### config.mk
export PLATFORM = sky130hd
export DESIGN_NAME = stmm_ctrl
export DESIGN_NICKNAME = d
export VERILOG_FILES = /design/src/hdl/stmm_pkg.sv /design/src/hdl/stmm_ctrl.sv
export SDC_FILE = /design/constraint.sdc
export NUM_CORES = 1
export LEC_CHECK = 0
export ABC_AREA = 1
export BUFFER_PORTS_ARGS = -buffer_cell sky130_fd_sc_hd__buf_2
export CAP_MARGIN = 20
export CORE_UTILIZATION = 41
export CTS_CLUSTER_SIZE = 14
export DETAILED_ROUTE_END_ITERATION = 8
export PLACE_DENSITY = 0.79
export SLEW_MARGIN = 20
export SYNTH_ARGS = -nofsm -noshare
export SYNTH_HDL_FRONTEND = slang
export SYNTH_SLANG_ARGS = --single-unit
### constraint.sdc
create_clock -name clk -period 1.6 [get_ports clk]
set_input_delay 0.4 -clock clk [delete_from_list [all_inputs] [get_ports clk]]
set_output_delay 0.4 -clock clk [all_outputs]
set_load 0.02 [all_outputs]
### src/hdl/stmm_pkg.sv
// stmm_pkg: types, constants and codes of the sparse triplet matrix multiply unit
// no dependencies; used by every module of the block but stmm_ram
`default_nettype none

package stmm_pkg;

  localparam int MAX_TERMS = 1024;
  localparam int MAX_DIM   = 1024;
  localparam int TERM_AW   = $clog2(MAX_TERMS);
  localparam int DIM_AW    = $clog2(MAX_DIM);
  localparam int IDX_W     = 11;
  localparam int CNT_W     = $clog2(MAX_TERMS + 1);
  localparam int VAL_W     = 32;

  localparam logic [IDX_W-1:0] DIM_MAX    = IDX_W'(MAX_DIM);
  localparam logic [CNT_W-1:0] TERMS_FULL = CNT_W'(MAX_TERMS);

  typedef enum logic [1:0] {
    FUNC_CLEAR    = 2'd0,
    FUNC_APPEND_A = 2'd1,
    FUNC_APPEND_B = 2'd2,
    FUNC_FETCH    = 2'd3
  } func_t;

  typedef struct packed {
    func_t                    func;
    logic [IDX_W-1:0]         entry_row;
    logic [IDX_W-1:0]         entry_col;
    logic signed [VAL_W-1:0]  entry_value;
  } item_t;

  typedef struct packed {
    logic [IDX_W-1:0]         out_row;
    logic [IDX_W-1:0]         out_col;
    logic signed [VAL_W-1:0]  out_value;
    logic                     found;
    logic                     status;
  } result_t;

  typedef struct packed {
    logic [IDX_W-1:0] row;
    logic [IDX_W-1:0] col;
    logic [VAL_W-1:0] value;
  } triplet_t;

  localparam int TRIP_W = $bits(triplet_t);

  typedef enum logic [3:0] {
    ST_IDLE,
    ST_TOP,
    ST_SC_RD,
    ST_SC_CHK,
    ST_ADV,
    ST_ADV2,
    ST_CLR,
    ST_FILL_A,
    ST_A_CHK,
    ST_FILL_B,
    ST_B_CHK,
    ST_S_RD,
    ST_S_WR
  } state_t;

  typedef struct packed {
    logic clear;
    logic app_a;
    logic app_b;
    logic emit_plain;
    logic plain_status;
    logic emit_found;
    logic emit_none;
    logic scan_init;
    logic scan_next;
    logic scan_hit;
    logic scan_skip;
    logic scan_rd;
    logic row_next;
    logic clr_init;
    logic clr_step;
    logic i_init;
    logic i_next;
    logic a_latch;
    logic k_init;
    logic k_next;
    logic b_latch;
    logic sum_wr;
  } cmd_t;

  typedef struct packed {
    logic a_full;
    logic b_full;
    logic i_end;
    logic k_end;
    logic a_match;
    logic b_match;
    logic clr_end;
    logic row_live;
    logic row_past;
    logic scan_end;
    logic sum_nz;
  } stat_t;

endpackage

`default_nettype wire

### src/hdl/stmm_ctrl.sv
// stmm_ctrl: sequencing state machine for appends, row fill, clearing pass and scan
// depends on stmm_pkg
`default_nettype none

module stmm_ctrl (
  input  wire logic           clk,
  input  wire logic           rst,
  input  wire logic           start,
  input  wire stmm_pkg::func_t func,
  input  wire stmm_pkg::stat_t st,
  output logic                busy,
  output stmm_pkg::cmd_t      cmd
);

  stmm_pkg::state_t state, state_next;

  always_ff @(posedge clk) begin
    if (rst) begin
      state <= stmm_pkg::ST_IDLE;
    end else begin
      state <= state_next;
    end
  end

  assign busy = (state != stmm_pkg::ST_IDLE);

  always_comb begin
    state_next = state;
    cmd = '0;
    case (state)
      stmm_pkg::ST_IDLE: begin
        if (start) begin
          case (func)
            stmm_pkg::FUNC_CLEAR: begin
              cmd.clear = 1'b1;
              cmd.emit_plain = 1'b1;
            end
            stmm_pkg::FUNC_APPEND_A: begin
              cmd.emit_plain = 1'b1;
              cmd.plain_status = st.a_full;
              cmd.app_a = !st.a_full;
            end
            stmm_pkg::FUNC_APPEND_B: begin
              cmd.emit_plain = 1'b1;
              cmd.plain_status = st.b_full;
              cmd.app_b = !st.b_full;
            end
            default: begin
              state_next = stmm_pkg::ST_TOP;
            end
          endcase
        end
      end
      stmm_pkg::ST_TOP: begin
        if (st.row_live) begin
          cmd.scan_init = 1'b1;
          state_next = stmm_pkg::ST_SC_RD;
        end else begin
          state_next = stmm_pkg::ST_ADV;
        end
      end
      stmm_pkg::ST_SC_RD: begin
        if (st.scan_end) begin
          cmd.scan_skip = 1'b1;
          state_next = stmm_pkg::ST_ADV;
        end else begin
          cmd.scan_rd = 1'b1;
          state_next = stmm_pkg::ST_SC_CHK;
        end
      end
      stmm_pkg::ST_SC_CHK: begin
        if (st.sum_nz) begin
          cmd.scan_hit = 1'b1;
          cmd.emit_found = 1'b1;
          state_next = stmm_pkg::ST_IDLE;
        end else begin
          cmd.scan_next = 1'b1;
          state_next = stmm_pkg::ST_SC_RD;
        end
      end
      stmm_pkg::ST_ADV: begin
        if (st.row_past) begin
          cmd.emit_none = 1'b1;
          state_next = stmm_pkg::ST_IDLE;
        end else begin
          cmd.row_next = 1'b1;
          state_next = stmm_pkg::ST_ADV2;
        end
      end
      stmm_pkg::ST_ADV2: begin
        if (st.row_past) begin
          cmd.emit_none = 1'b1;
          state_next = stmm_pkg::ST_IDLE;
        end else begin
          cmd.clr_init = 1'b1;
          state_next = stmm_pkg::ST_CLR;
        end
      end
      stmm_pkg::ST_CLR: begin
        cmd.clr_step = 1'b1;
        if (st.clr_end) begin
          cmd.i_init = 1'b1;
          state_next = stmm_pkg::ST_FILL_A;
        end
      end
      stmm_pkg::ST_FILL_A: begin
        if (st.i_end) begin
          state_next = stmm_pkg::ST_TOP;
        end else begin
          state_next = stmm_pkg::ST_A_CHK;
        end
      end
      stmm_pkg::ST_A_CHK: begin
        if (st.a_match) begin
          cmd.a_latch = 1'b1;
          cmd.k_init = 1'b1;
          state_next = stmm_pkg::ST_FILL_B;
        end else begin
          cmd.i_next = 1'b1;
          state_next = stmm_pkg::ST_FILL_A;
        end
      end
      stmm_pkg::ST_FILL_B: begin
        if (st.k_end) begin
          cmd.i_next = 1'b1;
          state_next = stmm_pkg::ST_FILL_A;
        end else begin
          state_next = stmm_pkg::ST_B_CHK;
        end
      end
      stmm_pkg::ST_B_CHK: begin
        if (st.b_match) begin
          cmd.b_latch = 1'b1;
          state_next = stmm_pkg::ST_S_RD;
        end else begin
          cmd.k_next = 1'b1;
          state_next = stmm_pkg::ST_FILL_B;
        end
      end
      stmm_pkg::ST_S_RD: begin
        state_next = stmm_pkg::ST_S_WR;
      end
      stmm_pkg::ST_S_WR: begin
        cmd.sum_wr = 1'b1;
        cmd.k_next = 1'b1;
        state_next = stmm_pkg::ST_FILL_B;
      end
      default: begin
        state_next = stmm_pkg::ST_IDLE;
      end
    endcase
  end

endmodule

`default_nettype wire

==> impl_metrics.yaml <==
logic_synthesis:
  synth_nets: 131
  synth_warnings: 0
  synth_top_family_by_area: "simple AND/OR/NAND/NOR gates"
  ys_ff_latch: 4
  yosys.area.top_type: "nand2_1"
  yosysTopAreaCellShare: 0.172
  netlist_top_cells_area: "nand2_1 17%, inv_1 17%, dfxtp_1 14%"
  yosysUniqueCellTypes: 18
  synth_xor_area_frac: 0
  synth_mux_area_frac: 0
  synth_cells: 111
  synthAdderAreaFrac: 0.0847
  avgSynthCellArea_um2: 5.32
  synthSimpleGateAreaFrac: 0.525
  yosysSeqAreaShare: 0.136
  synth-compound-area-share: 0.0572
  netlist_area_um2: 591
power_and_ir_drop:
  total_power_mw: 0.645
  switching_share: 0.438
  ir_drop_mv: 0.453
  switchingPower_mw: 0.283
  intPower_mw: 0.362
  power.leakage_nw: 0.670
  power_frac_comb: 0.592
  power_frac_clock: 0.187
  seqPwrFrac: 0.221
  power_density_mw_per_mm2: 592
floorplan:
  die-area_mm2: 0.00160
  die_w_um: 40.0
  core-area_mm2: 0.00132
  num_io_pins: 39
  die_y_um: 40.0
  start_util: 0.448
  core.rowCount: 13
worst_setup_path:
  crit_path_end_kind: "primary output"
  worstSetupStartpointType: "flip-flop"
  worstReg2RegEnd: "state[1]$_SDFFE_PP0P_"
  critPathLaunch: "state[2]$_SDFFE_PP0P_"
  path_depth: 5
  critical_path.endpoint: "cmd[2]"
  r2r-start: "state[2]$_SDFFE_PP0P_"
  r2r_slack_ns: 0.30
  cp.arrival_ns: 1.24
  slowest_stage: "dfxtp_2"
  critical_path_class: "flip-flop to primary output"
  slowest_delay_ns: 0.35
  critPathBufInv: 2
  cp.required_ns: 1.20
  cp_max_fo: 5
  path_cells: "buf_4 -> nor2_4 -> nand2_2 -> o21ai_2 -> buf_6"
  r2r_cells: 7
  critical-path-top-delay-family: "flip-flops"
detailed_routing:
  final_antenna_net_count: 0
  drc: 0
  via_per_inst: 5.16
  wirelength_um: 2120
  dr.pass1.iters: 4
  wl_per_cell_um: 12.2
  num_vias: 892
  first_iter_violations: 17
placed_design:
  place_congestion: 0.891
  port_buffers: 38
  dp_cells: 167
  dp_hpwl_um: 1380
grt:
  grt_max_degree: 7
  grt_overflow: 0
  grt_use_total: 0.230
  grt_first_pass_wirelength_um: 2510
  antenna_found_initial: 0
  grt_pass1_vias: 690
clocking:
  cts_sinks: 4
  cts_made_buffers: 3
  clkTransAtPathRegs_ns: 0.04
  clk_latency_ns: 0.23
  htree_num_levels: 1
  clock_path_buffers: 2
  cts_root_buffer: "clkbuf_4"
  cts_tree: "yes"
cells_and_area:
  final_cell_mix: "22 x nand2_1, 18 x inv_1, 18 x buf_2"
  diodes: 0
  drive_gt1_frac: 0.551
  fin_cells: 173
  syn_to_final_growth_pct: 84.5
  top_regs: "state: 4 flops"
  final_common_cell: "nand2_1"
  final_nets: 180
  regMostFlops: "state"
  largest_reg_flops: 4
min_path:
  hold_class: "primary input to flip-flop"
timing:
  slew_headroom: 0.836
  clock.fmax_mhz: 608
  report.final.slew_viol_count: 0
  rsz0062_at_grt: "true"
  period_share: 1.03
  layout_setup_ws_ns: -0.0436
  setup_viol: 7
  period_needed_ns: 1.64
  tightest_slew_ns: 0.244
  hold_viol: 0
  worst_clock_skew_ns: 0.00432
status:
  status: "finished with violations"
  violations: "setup timing"
flow_run:
  max_cap_violations: 0
==> logic make-up (layout without fill, tap and decap cells) <==
| kind of cell | count (synthesis) | after routing |
|---|---|---|
| compound gates | 6 | 6 |
| fa+ha+maj | 4 | 4 |
| simple gates | 68 | 68 |
| flops | 4 | 4 |
| buf+inv | 29 | 76 |
==> area by class of cell <==
class	instances	area [um^2]
clock buffer	3	22.5
fill	87	228
inverter	27	111
multi-input combinational	78	503
sequential	4	92.6
tap	15	18.8
timing repair buffer	46	342
==> per-stage QoR <==
step | hold WS, ns | setup WS [ns] | TNS, ns | instance area (um^2) | util
6_report | 0.369 | -0.0436 | -0.144 | 1090 | 0.827
2_1_floorplan | 0.469 | -0.114 | -0.249 | 596 | -
3_3_place_gp | 0.603 | 0.0226 | 0 | 827 | 0.628
5_1_grt | 0.374 | -0.0976 | -0.876 | 1090 | 0.827
4_1_cts | 0.363 | -0.0410 | -0.148 | 900 | 0.683
3_5_place_dp | 0.613 | -0.0427 | -0.0427 | 827 | 0.628
==> cells in the mapped netlist (all sizes together) <==
master	number
nand3b	1
ha	4
dfxtp	4
nand2	27
nand3	13
nor2	22
buf	2
nor3b	2
a22o	1
nor3	2
a21oi	2
o21ai	3
inv	27
nor4	1
==> worst register-to-register path, cell delays in order, from the launching register on <==
cell and delay, ns:
dfxtp_2 0.38, inv_2 0.08, nor2_2 0.16, nand2_2 0.11, buf_4 0.15, nand3_1 0.10
inv_1 0.06, a21oi_1 0.17
==> power groups by stage <==
stage | Clock (mW) | Combinational [mW] | Sequential [mW]
2_1_floorplan | 0 | 0.172 | 0.126
3_5_place_dp | 0 | 0.281 | 0.127
6_report | 0.120 | 0.382 | 0.143
5_1_grt | 0.130 | 0.408 | 0.145
4_1_cts | 0.123 | 0.298 | 0.129
3_3_place_gp | 0 | 0.274 | 0.127
==> worst min-delay path by stage <==
stage / startpoint / end / cells after the start
after detailed placement: rst / state[0]$_SDFFE_PP0P_ / 2
after floorplan: rst / state[1]$_SDFFE_PP0P_ / 1
after global placement: rst / state[0]$_SDFFE_PP0P_ / 2
after global routing: rst / state[0]$_SDFFE_PP0P_ / 2
final: rst / state[0]$_SDFFE_PP0P_ / 2
after CTS: rst / state[0]$_SDFFE_PP0P_ / 2
==> repair_timing <==
item,4_1_cts,5_1_grt
hold buffers,0,0
endpoints found under the setup margin,17,21
buffers inserted,1,2
resized for setup,18,57
pin swaps,3,7
==> layer usage <==
metal  global-route usage  part of all wire
met4               0.0776             0.032
met3               0.0167             0.056
met5                    0                 0
met2                0.452              0.55
met1                0.253              0.36
No activity file was read; power rests on OpenSTA's default activity.
